`config.mk`:
```
export PLATFORM = sky130hd
export DESIGN_NAME = circle_octant_rasterizer_core
export DESIGN_NICKNAME = d
export VERILOG_FILES = /design/src/sv/cor_pkg.sv /design/src/sv/cor_front.sv /design/src/sv/cor_queue.sv /design/src/sv/cor_back.sv /design/src/sv/circle_octant_rasterizer_core.sv
export SDC_FILE = /design/constraint.sdc
export NUM_CORES = 1
export LEC_CHECK = 0
export BUFFER_PORTS_ARGS = -buffer_cell sky130_fd_sc_hd__buf_2
export CORE_AREA = 2 2 134 169
export CTS_CLUSTER_SIZE = 25
export DETAILED_ROUTE_END_ITERATION = 16
export DIE_AREA = 0 0 136 171
export GPL_ROUTABILITY_DRIVEN = 0
export PLACE_DENSITY_LB_ADDON = 0.05
export SLEW_MARGIN = 0
export SYNTH_ARGS = -nofsm -noshare
export SYNTH_HDL_FRONTEND = slang
export SYNTH_SLANG_ARGS = --single-unit
```
`constraint.sdc`:
```
create_clock -name clk -period 4 [get_ports clk]
set_input_delay 0.4 -clock clk [delete_from_list [all_inputs] [get_ports clk]]
set_output_delay 0.4 -clock clk [all_outputs]
set_load 0.03 [all_outputs]
```
`src/sv/cor_pkg.sv`:
```
// Shared types and constants for the midpoint circle rasteriser core.
// Used by cor_front, cor_queue, cor_back and circle_octant_rasterizer_core.
// No dependencies.
`timescale 1ns / 1ps

package cor_pkg;

  // Centre coordinate width held in the core
  localparam int COORD_WIDTH = 10;
  localparam int IN_COORD_W  = 10;
  localparam int RAD_W       = 9;
  localparam int DEC_W       = 13;
  localparam int PIX_W       = 12;
  localparam int COL_W       = 4;
  localparam int NUM_PTS     = 8;
  localparam int PT_IDX_W    = $clog2(NUM_PTS);
  // Step span: one more bit than the radius plus a sign bit
  localparam int SPAN_W      = RAD_W + 2;

  localparam int QUEUE_DEPTH = 2;
  localparam int QPTR_W      = (QUEUE_DEPTH > 1) ? $clog2(QUEUE_DEPTH) : 1;
  localparam int QCNT_W      = $clog2(QUEUE_DEPTH + 1);

  typedef enum logic {
    OP_START = 1'b0,
    OP_STEP  = 1'b1
  } op_t;

  typedef struct packed {
    logic                  operation;
    logic [IN_COORD_W-1:0] center_x;
    logic [IN_COORD_W-1:0] center_y;
    logic [RAD_W-1:0]      radius;
    logic [COL_W-1:0]      pen_color;
  } item_t;

  typedef struct packed {
    logic signed [PIX_W-1:0] pixel_x;
    logic signed [PIX_W-1:0] pixel_y;
    logic [COL_W-1:0]        pixel_color;
    logic                    run_last;
    logic                    circle_done;
  } pixel_t;

  // One step's worth of work: the octant position to be mirrored eight ways
  typedef struct packed {
    logic [COORD_WIDTH-1:0] cx;
    logic [COORD_WIDTH-1:0] cy;
    logic [RAD_W-1:0]       oi;
    logic [RAD_W-1:0]       oj;
    logic [COL_W-1:0]       colour;
    logic                   done;
  } job_t;

  // Front-to-queue write side
  typedef struct packed {
    logic push;
    job_t job;
  } qwr_t;

  // Queue-to-back read side
  typedef struct packed {
    logic valid;
    job_t job;
  } qrd_t;

endpackage

```
`src/sv/cor_front.sv`:
```
// Front end: accepts transactions, keeps the circle state and advances it.
// Each active step produces one job for the queue. Depends on cor_pkg.
`timescale 1ns / 1ps

module cor_front (
  input  logic           clk,
  input  logic           rst,
  input  logic           item_valid,
  output logic           item_ready,
  input  cor_pkg::item_t item,
  input  logic           q_full,
  output cor_pkg::qwr_t  qwr
);

  logic [cor_pkg::COORD_WIDTH-1:0] centre_col;
  logic [cor_pkg::COORD_WIDTH-1:0] centre_row;
  logic [cor_pkg::RAD_W-1:0]       octant_i;
  logic [cor_pkg::RAD_W-1:0]       octant_j;
  logic [cor_pkg::DEC_W-1:0]       decision;
  logic [cor_pkg::COL_W-1:0]       draw_color;
  logic                            circle_active;

  logic                            accept;
  logic                            is_step;
  logic                            dec_neg;
  logic signed [cor_pkg::SPAN_W-1:0] ni;
  logic signed [cor_pkg::SPAN_W-1:0] nj;
  logic [cor_pkg::DEC_W-1:0]       np;
  logic [cor_pkg::DEC_W-1:0]       diff4;
  logic                            step_done;

  assign item_ready = !q_full;
  assign accept     = item_valid && item_ready;
  assign is_step    = (cor_pkg::op_t'(item.operation) == cor_pkg::OP_STEP);

  // Midpoint advance, using the old i and j
  always_comb begin
    dec_neg   = decision[cor_pkg::DEC_W-1];
    ni        = cor_pkg::SPAN_W'(octant_i) + cor_pkg::SPAN_W'(1);
    nj        = cor_pkg::SPAN_W'(octant_j) - (dec_neg ? cor_pkg::SPAN_W'(0)
                                                      : cor_pkg::SPAN_W'(1));
    step_done = ni > nj;
    diff4     = (cor_pkg::DEC_W'(octant_i) - cor_pkg::DEC_W'(octant_j)) << 2;
    if (dec_neg) begin
      np = decision + (cor_pkg::DEC_W'(octant_i) << 2) + cor_pkg::DEC_W'(6);
    end else begin
      np = decision + diff4 + cor_pkg::DEC_W'(10);
    end
  end

  // Job towards the back end
  always_comb begin
    qwr.push       = accept && is_step && circle_active;
    qwr.job.cx     = centre_col;
    qwr.job.cy     = centre_row;
    qwr.job.oi     = octant_i;
    qwr.job.oj     = octant_j;
    qwr.job.colour = draw_color;
    qwr.job.done   = step_done;
  end

  // Circle state
  always_ff @(posedge clk) begin
    if (rst) begin
      circle_active <= 1'b0;
    end else if (accept) begin
      if (!is_step) begin
        centre_col    <= cor_pkg::COORD_WIDTH'(item.center_x);
        centre_row    <= cor_pkg::COORD_WIDTH'(item.center_y);
        draw_color    <= item.pen_color;
        octant_i      <= '0;
        octant_j      <= item.radius;
        decision      <= cor_pkg::DEC_W'(3) - (cor_pkg::DEC_W'(item.radius) << 1);
        circle_active <= 1'b1;
      end else if (circle_active) begin
        octant_i <= ni[cor_pkg::RAD_W-1:0];
        octant_j <= nj[cor_pkg::RAD_W-1:0];
        decision <= np;
        if (step_done) begin
          circle_active <= 1'b0;
        end
      end
    end
  end

  // A job only comes from an accepted step while a circle runs
  a_push_src: assert property (@(posedge clk) disable iff (rst)
    qwr.push |-> (accept && is_step && circle_active))
    else $error("job pushed without an active step");

  // The finishing step closes the circle
  a_done_ends: assert property (@(posedge clk) disable iff (rst)
    (qwr.push && qwr.job.done) |=> !circle_active)
    else $error("circle still active after its last step");

endmodule

```
`src/sv/cor_queue.sv`:
```
// Short job queue between the front and back ends.
// Depth set by cor_pkg::QUEUE_DEPTH. Depends on cor_pkg.
`timescale 1ns / 1ps

module cor_queue (
  input  logic          clk,
  input  logic          rst,
  input  cor_pkg::qwr_t qwr,
  output logic          full,
  output cor_pkg::qrd_t qrd,
  input  logic          pop
);

  cor_pkg::job_t               slots [cor_pkg::QUEUE_DEPTH];
  logic [cor_pkg::QPTR_W-1:0]  wr_ptr;
  logic [cor_pkg::QPTR_W-1:0]  rd_ptr;
  logic [cor_pkg::QCNT_W-1:0]  count;
  logic                        do_pop;

  assign full      = (count == cor_pkg::QCNT_W'(cor_pkg::QUEUE_DEPTH));
  assign qrd.valid = (count != '0);
  assign qrd.job   = slots[rd_ptr];
  assign do_pop    = pop && qrd.valid;

  // Storage
  always_ff @(posedge clk) begin
    if (qwr.push && !full) begin
      slots[wr_ptr] <= qwr.job;
    end
  end

  // Pointers and fill level
  always_ff @(posedge clk) begin
    if (rst) begin
      wr_ptr <= '0;
      rd_ptr <= '0;
      count  <= '0;
    end else begin
      if (qwr.push && !full) begin
        wr_ptr <= (wr_ptr == cor_pkg::QPTR_W'(cor_pkg::QUEUE_DEPTH - 1))
                  ? '0 : wr_ptr + cor_pkg::QPTR_W'(1);
      end
      if (do_pop) begin
        rd_ptr <= (rd_ptr == cor_pkg::QPTR_W'(cor_pkg::QUEUE_DEPTH - 1))
                  ? '0 : rd_ptr + cor_pkg::QPTR_W'(1);
      end
      case ({qwr.push && !full, do_pop})
        2'b10:   count <= count + cor_pkg::QCNT_W'(1);
        2'b01:   count <= count - cor_pkg::QCNT_W'(1);
        default: count <= count;
      endcase
    end
  end

  a_no_overflow: assert property (@(posedge clk) disable iff (rst)
    !(qwr.push && full))
    else $error("job pushed into a full queue");

  a_level: assert property (@(posedge clk) disable iff (rst)
    count <= cor_pkg::QCNT_W'(cor_pkg::QUEUE_DEPTH))
    else $error("queue level out of range");

endmodule

```
`src/sv/cor_back.sv`:
```
// Back end: takes one job and plays out its eight mirrored points, one per
// cycle unless pixel_ready stalls it, through a registered output. Depends on cor_pkg.
`timescale 1ns / 1ps

module cor_back (
  input  logic            clk,
  input  logic            rst,
  input  cor_pkg::qrd_t   qrd,
  output logic            pop,
  output logic            pixel_valid,
  input  logic            pixel_ready,
  output cor_pkg::pixel_t pixel
);

  cor_pkg::job_t                 job;
  logic                          busy;
  logic [cor_pkg::PT_IDX_W-1:0]  cnt;
  logic                          advance;
  logic                          last_pt;
  logic [cor_pkg::RAD_W-1:0]     xa;
  logic [cor_pkg::RAD_W-1:0]     ya;
  logic                          xneg;
  logic                          yneg;
  logic [cor_pkg::PIX_W-1:0]     px;
  logic [cor_pkg::PIX_W-1:0]     py;

  assign advance = busy && (!pixel_valid || pixel_ready);
  assign last_pt = (cnt == cor_pkg::PT_IDX_W'(cor_pkg::NUM_PTS - 1));
  assign pop     = !busy || (advance && last_pt);

  // Octant mirror for the current point
  always_comb begin
    case (cnt)
      3'd0:    begin xa = job.oi; xneg = 1'b0; ya = job.oj; yneg = 1'b0; end
      3'd1:    begin xa = job.oi; xneg = 1'b1; ya = job.oj; yneg = 1'b1; end
      3'd2:    begin xa = job.oj; xneg = 1'b0; ya = job.oi; yneg = 1'b0; end
      3'd3:    begin xa = job.oj; xneg = 1'b1; ya = job.oi; yneg = 1'b1; end
      3'd4:    begin xa = job.oi; xneg = 1'b1; ya = job.oj; yneg = 1'b0; end
      3'd5:    begin xa = job.oi; xneg = 1'b0; ya = job.oj; yneg = 1'b1; end
      3'd6:    begin xa = job.oj; xneg = 1'b1; ya = job.oi; yneg = 1'b0; end
      default: begin xa = job.oj; xneg = 1'b0; ya = job.oi; yneg = 1'b1; end
    endcase
    px = xneg ? cor_pkg::PIX_W'(job.cx) - cor_pkg::PIX_W'(xa)
              : cor_pkg::PIX_W'(job.cx) + cor_pkg::PIX_W'(xa);
    py = yneg ? cor_pkg::PIX_W'(job.cy) - cor_pkg::PIX_W'(ya)
              : cor_pkg::PIX_W'(job.cy) + cor_pkg::PIX_W'(ya);
  end

  // Job register and point counter
  always_ff @(posedge clk) begin
    if (rst) begin
      busy <= 1'b0;
      cnt  <= '0;
    end else begin
      if (advance) begin
        cnt <= last_pt ? '0 : cnt + cor_pkg::PT_IDX_W'(1);
      end
      if (pop) begin
        busy <= qrd.valid;
      end
    end
  end

  always_ff @(posedge clk) begin
    if (pop && qrd.valid) begin
      job <= qrd.job;
    end
  end

  // Output register
  always_ff @(posedge clk) begin
    if (rst) begin
      pixel_valid <= 1'b0;
    end else if (advance) begin
      pixel_valid <= 1'b1;
    end else if (pixel_ready) begin
      pixel_valid <= 1'b0;
    end
  end

  always_ff @(posedge clk) begin
    if (advance) begin
      pixel.pixel_x     <= px;
      pixel.pixel_y     <= py;
      pixel.pixel_color <= job.colour;
      pixel.run_last    <= last_pt;
      pixel.circle_done <= last_pt && job.done;
    end
  end

  a_done_on_last: assert property (@(posedge clk) disable iff (rst)
    (pixel_valid && pixel.circle_done) |-> pixel.run_last)
    else $error("circle end flagged away from a step's last point");

  a_idle_count: assert property (@(posedge clk) disable iff (rst)
    !busy |-> (cnt == '0))
    else $error("point counter moved while idle");

endmodule

```
`src/sv/circle_octant_rasterizer_core.sv`:
```
// Top level of the midpoint circle rasteriser core.
// Instantiates cor_front, cor_queue and cor_back; depends on cor_pkg.
//
//   port group    dir  handshake                 payload
//   item          in   item_valid / item_ready   cor_pkg::item_t
//   pixel         out  pixel_valid / pixel_ready cor_pkg::pixel_t
//
// A start transaction gives no pixel. A step gives eight pixels, one per cycle
// unless pixel_ready holds them back; the back end's single point generator
// sets the sustained step rate. The front end accepts while the two-entry job
// queue has room, and stalls only when it is full.
// Reset (rst, synchronous) clears the circle, the queue and the output valid.
`timescale 1ns / 1ps

module circle_octant_rasterizer_core (
  input  logic            clk,
  input  logic            rst,
  input  logic            item_valid,
  output logic            item_ready,
  input  cor_pkg::item_t  item,
  output logic            pixel_valid,
  input  logic            pixel_ready,
  output cor_pkg::pixel_t pixel
);

  cor_pkg::qwr_t qwr;
  cor_pkg::qrd_t qrd;
  logic          q_full;
  logic          q_pop;

  cor_front u_front (
    .clk        (clk),
    .rst        (rst),
    .item_valid (item_valid),
    .item_ready (item_ready),
    .item       (item),
    .q_full     (q_full),
    .qwr        (qwr)
  );

  cor_queue u_queue (
    .clk  (clk),
    .rst  (rst),
    .qwr  (qwr),
    .full (q_full),
    .qrd  (qrd),
    .pop  (q_pop)
  );

  cor_back u_back (
    .clk         (clk),
    .rst         (rst),
    .qrd         (qrd),
    .pop         (q_pop),
    .pixel_valid (pixel_valid),
    .pixel_ready (pixel_ready),
    .pixel       (pixel)
  );

endmodule

```
==> metrics, run 1 <==
DR vias/cell=5.48; metal3 WL=629 µm; CP required=4260 ps; Hold Path End=u_front.centre_row[1]; initial DRC count=284; Util after Layout=61.6%; number of cells on the critical path=16; CP Cell Sequence=ha_1, fa_1, nor2b_1, o21ai_0, a21boi_1, o21ai_1, nor2b_1, xnor2_1, ha_1, ha_1, or3_4, o211a_1, a311o_1, xor2_1, a21oi_1, o21ai_0; flop-to-flop setup slack=160 ps; CP Max Fanout=4; Max clock buf depth=3; Post-synth top flop=edfxtp_1; CTS tree=built; worst skew pair latency=520 ps; total gr overflow=0; Worst path top cell family by delay=adder cells; actual slew at the worst max-slew pin=999 ps; first-pass GRT wire length=36.2 mm; minimum clock period=3840 ps; status=completed; Site Rows=61; P_leak=5.22 nW; Ports=70; Die Y=171 µm; CTS buffer count=24; Final #Nets=1,159; Post-DP HPWL=16.2 mm; Post-Route WL=22.7 mm; clock sink count=223; synthesis warning total=0; # setup viols final=0; Fill cells=1,772; CP endpoint kind=register; Min-Delay Path Class=in2reg; core area=21,800 µm²; drt wl/cell=17.3 µm; Met1 Wirelength=9.61 mm; clock tree root driver cell=clkbuf_16; Area contributors post-synth=edfxtp_1 (54%), ha_1 (11%), mux2_2 (5.9%); hold path start=item[14]; Fin. Hold Viols=0; Post-Syn Nets=1,056; Synth Register Bits=223; share of the synthesized area in the top cell type=54.5%; Netlist cell types=63; DP Worst Slack=0.712 ps; Worst R2R Path Depth=16; FF/Latch Area=6600 µm²; Port Buf Inserts=69; Slowest cell on crit path=or3_4; detailed-route via count=7,177; WL met2=11.9 mm; Fmax achieved=0.261 GHz; critical path arrival=4100 ps; PnR worst setup slack=164 ps; post-route ant nets=0; number of remaining DRC errors=0; EDFF count, synth=213; number of global-route vias before repair=7,183; n_diodes=0; Worst R2R Start=u_front.octant_j[0]; Synth Instances=905; TNS Setup=0 ps; H-Tree Depth=1; worst rel slew slack=33.4%; Total GRT Usage=19.9%; initial antenna violation count=0; CP dominant cell by count=ha_1; CP peak stage delay=410 ps; Die Width=136 µm; Synth area leader=edfxtp_1; area growth from synthesis to layout=14.5%; die area=23,300 µm²; Clock transition at path regs=70 ps; area of the multi-input gates=4860 µm²; Crit Path Category=reg2reg; Max rail drop VDD=0.447 mV; Async SR Flop Fraction=0%; Cell Pwr Density=682 nW/µm²; initial cell density of the core=53.8%; Critical R2R Capture=u_front.decision[11]; Hold Path Stages=1; Max Used Layer=met4; Avg Cell Area, Syn=13.0 µm²; clock skew=16.4 ps; CP Launch Type=register; Mapped Area=11,700 µm²; Seq/Total Area, Yosys=56.2%; period utilisation layout=95.9%; max-cap check violation count=0; pin count of the biggest net entering global routing=51; final slew viol count=0; Pre-Repair DR Iteration Count=4; count of buffer and inverter cells on the critical path=0; layout cells sized above 1=20.8%
power breakdown:
group	switching, mW	leakage [nW]	total (mW)	internal [mW]
combinational	2.09	2.79	3.56	1.47
sequential	0.181	2.03	3.31	3.13
clock	0.884	0.401	2.29	1.41
total	3.16	5.22	9.17	6.01
layout make-up:
| class | count | share of cell area [%] |
|---|---|---|
| Sequential cell | 223 | 49.1 |
| Multi-Input combinational cell | 597 | 36.1 |
| Clock buffer | 33 | 4.87 |
| Timing Repair Buffer | 93 | 4.09 |
| Tap cell | 283 | 2.63 |
| Inverter | 69 | 1.93 |
| Clock inverter | 11 | 1.28 |
stage by stage:
step | std cells | power (mW) | hold WS [ps] | area (µm²)
floorplan | 905 | 6.05 | 400 | 11700
global placement | 1262 | 6.87 | 402 | 12600
detailed placement | 1262 | 6.92 | 412 | 12600
CTS | 1306 | 9.26 | 30.9 | 13400
global route | 1309 | 9.76 | 22.8 | 13400
finish | 1309 | 9.17 | 53.9 | 13400
logic make-up after synthesis:
logic type	Yosys count	share of synthesized area, %
adder cells (fa/ha/maj)	113	12.5
flip-flops	223	56.2
multiplexers	66	6.29
AND/OR/NAND/NOR	176	7.64
buffers and inverters	85	2.73
XOR/XNOR	57	4.25
AO/OA/AOI/OAI	185	10.4
worst max-delay path by stage:
stage / startpoint / endpoint / slack [ps]
finish: u_front.octant_j[0] / u_front.decision[11] / 160
global route: u_front.octant_i[0] / u_front.decision[11] / -10
CTS: u_front.octant_j[0] / u_front.decision[11] / 50
detailed placement: u_front.octant_j[0] / u_front.decision[11] / 0.7
global placement: u_front.octant_j[0] / u_front.decision[11] / 50
floorplan: u_front.octant_i[0] / u_front.decision[11] / 170
worst reg2reg max path, cell delays in order (launching register included):
cell      delay, ps
edfxtp_1        390
ha_1            240
fa_1            390
nor2b_1         120
o21ai_0         120
a21boi_1        190
o21ai_1         120
nor2b_1         160
xnor2_1         130
ha_1            280
ha_1            240
or3_4           420
o211a_1         130
a311o_1         320
xor2_1          140
a21oi_1         120
o21ai_0          90
synth_stat cells, types with 14 or more instances:
cell	n
xnor2_1	34
ha_1	106
a21oi_1	56
nor2_1	50
inv_1	69
nand2_1	29
nand2b_1	14
nor3_1	19
edfxtp_1	213
xor2_1	23
o21ai_0	37
mux2_2	62
registers in the layout, indices dropped and copies added (netlist names), 4 cells and up:
name and flops:
u_back.pixel 30, u_front.centre_row 10, u_front.draw_color 4, u_front.octant_j 9
u_back.job 43, u_front.octant_i 9, u_front.decision 12, u_front.centre_col 10
u_queue.slots 86
cell usage in the layout (no fill, tap or decap), types with 13 or more instances in the layout:
cell,n
ha_1,106
mux2_2,62
nand2b_1,14
clkbuf_16,24
o21ai_0,35
xor2_1,23
inv_1,69
a21o_1,13
nor2_1,48
nand2_1,29
buf_2,69
edfxtp_1,213
xnor2_1,34
a21oi_1,55
nand3_1,13
nor3_1,17
buf_4,22
repair_timing:
item,CTS,global route
buffers inserted,0,3
hold buffers,0,0
setup endpoints to repair,1,2
pin swaps,0,1
hold endpoints to repair,0,0
resized for setup,1,2
metal layers:
layer  vias to the layer above  track usage, %
met5                         -               0
met4                         0            6.16
met3                        36            2.67
met2                        92            36.9
met1                      3458            23.8
li1                       3591               -
Power figures use the tool's default switching activity.
==> inputs of run 2 (changes only) <==
==> constraint.sdc (replaced) <==
create_clock -name clk -period 4 [get_ports clk]
set_input_delay 0.8 -clock clk [delete_from_list [all_inputs] [get_ports clk]]
set_output_delay 0.8 -clock clk [all_outputs]
set_load 0.03 [all_outputs]
==> run 2 against run 1 <==
Die area did not move. Power down 2.3%. Clock-buffer cell count shrank 1. Sequential share of layout area rose by 0.46 points. Non-clock buffer count down 1. Clock skew decreased by 9.4 ps. Global-route usage is 0.26 points higher. Cell count decreased by 0.38%. Sequential power is essentially flat. Worst hold slack improved by 370 ps. Final area fell by 0.92%. Wire length increased by 0.13%. Largest cell class unchanged. Largest power group unchanged.
==> metrics, run 2 (same netlist as run 1, synthesis figures left out) <==
Pre-Repair DR Iteration Count=4 (unchanged); Placed Instance Area=12,600 µm² (-0.14%); CP endpoint kind=register; pin count of the biggest net entering global routing=51 (unchanged); Top reg by flops=u_queue.slots; TNS Setup=0 ps (unchanged); Hold Slack=420 ps (+366 ps); total gr overflow=0 (unchanged); Total GRT Usage=20.2% (+0.26 points); worst skew pair latency=500 ps (-20 ps); Fin. Hold Viols=0 (unchanged); layout cells sized above 1=20.7% (-0.094 points); CTS tree=built; clock skew=6.98 ps (-9.40 ps); Clock transition at path regs=60 ps (about the same); area growth from synthesis to layout=13.5%; CP required=4250 ps (about the same); Regs by FF count=u_queue.slots x86, u_back.job x43, u_back.pixel x30; worst rel slew slack=37.2% (+3.8 points); n_diodes=0 (unchanged); die area=23,300 µm² (unchanged); most frequent cells in the layout=edfxtp_1 (213), ha_1 (106), inv_1 (69), buf_2 (69), mux2_2 (62); clock tree root driver cell=clkbuf_16; Die Width=136 µm (unchanged); number of global-route vias before repair=7,392 (+2.9%); Max rail drop VDD=0.423 mV (-5.3%); CTS buffer count=23 (-4.2%); minimum clock period=3770 ps (-67.5 ps); Post-DP HPWL=16.4 mm (+1.6%); P_leak=5.15 nW (-1.2%); Largest register FFs=86 (unchanged); RSZ-0062 raised after global routing=no; Fill cells=1,814 (+2.4%); Crit Path Category=reg2reg; final slew viol count=0 (unchanged); Cell Pwr Density=672 nW/µm² (-1.4%); Min-Delay Path Class=reg2reg; max-cap check violation count=0 (unchanged); commonest non-fill, non-tap cell in the layout=edfxtp_1; Ports=70 (unchanged); DP Worst Slack=9.24 ps (+8.52 ps); detailed-route via count=7,188 (+0.15%); critical path arrival=4020 ps (-80 ps); Fmax achieved=0.265 GHz (+1.8%); status=completed; initial DRC count=328 (+15%); initial antenna violation count=0 (unchanged); CP Launch Type=register; PnR worst setup slack=231 ps (+67.5 ps); DR vias/cell=5.51 (+0.54%); post-route ant nets=0 (unchanged); number of remaining DRC errors=0 (unchanged); Final #Nets=1,157 (-0.17%); Post-Route WL=22.7 mm (+0.13%); initial cell density of the core=53.8% (unchanged); Port Buf Inserts=69 (unchanged); H-Tree Depth=1 (unchanged); core area=21,800 µm² (unchanged); Site Rows=61 (unchanged); period utilisation layout=94.2% (-1.7 points); drt wl/cell=17.4 µm (+0.52%); CTS Hold Buffers Added=0 (unchanged); actual slew at the worst max-slew pin=942 ps (-57.2 ps); # setup viols final=0 (unchanged); Max clock buf depth=3 (unchanged); final instance area=13,300 µm² (-0.92%); Die Y=171 µm (unchanged); CP Max Fanout=3 (-1); clock sink count=223 (unchanged); first-pass GRT wire length=36.6 mm (+1.3%)
==> run 2: worst paths after layout <==
kind	start	to	slack, ps	cells past startpoint
max reg2reg	u_front.octant_j[0]	u_front.decision[11]	230	16
min reg2reg	u_back.job[3]	u_back.pixel[4]	420	0
max	u_front.octant_j[0]	u_front.decision[11]	230	16
min	u_back.job[3]	u_back.pixel[4]	420	0
==> run 2: what timing repair did <==
action / in CTS / in global routing
gates resized for setup: 1 / 4
gates cloned: 0 / 0
endpoints found under the setup margin: 1 / 2
pin swaps: 0 / 1
buffers inserted: 0 / 1
==> run 2: power by group <==
group	switching (mW)	internal, mW
Sequential	0.181	3.13
Combinational	2.09	1.46
Clock	0.854	1.23
==> run 2: worst max-delay path, cell delays in order, from the launching register on <==
cell and delay [ps]:
edfxtp_1 400, ha_1 250, fa_2 350, nor2b_1 110, o21ai_1 90, a21boi_1 180, o21ai_1 110, nor2b_1 160
xnor2_1 130, ha_1 280, ha_1 230, or3_4 410, o211a_1 140, a311o_1 320, xor2_1 140, a21oi_1 130
o21ai_0 90
==> run 2: through the flow <==
stage / cells / utilization (%) / total power, mW
floorplan: 905 / - / 6.05
global placement: 1263 / 57.6 / 6.87
detailed placement: 1263 / 57.6 / 6.92
CTS: 1303 / 61.0 / 9.05
global route: 1304 / 61.0 / 9.55
finish: 1304 / 61.0 / 8.95
==> run 2: final cells by class <==
type                       instances  area (µm²)  area share, %
sequential                       223        6600           49.5
multi-input combinational        597        4860           36.5
clock buffer                      32         629           4.72
timing repair buffer              92         518           3.89
tap                              283         354           2.66
inverter                          69         259           1.94
clock inverter                     8         103          0.770
==> run 2: metal layers <==
layer	global-route usage (%)	part of all wire, %	wire length (µm)	up-vias
li1	-	-	-	3574
met1	23.6	40	9090	3434
met2	37.3	53	12000	127
met3	2.76	3.8	872	53
met4	7.79	3.5	790	0
met5	0	0	0	-
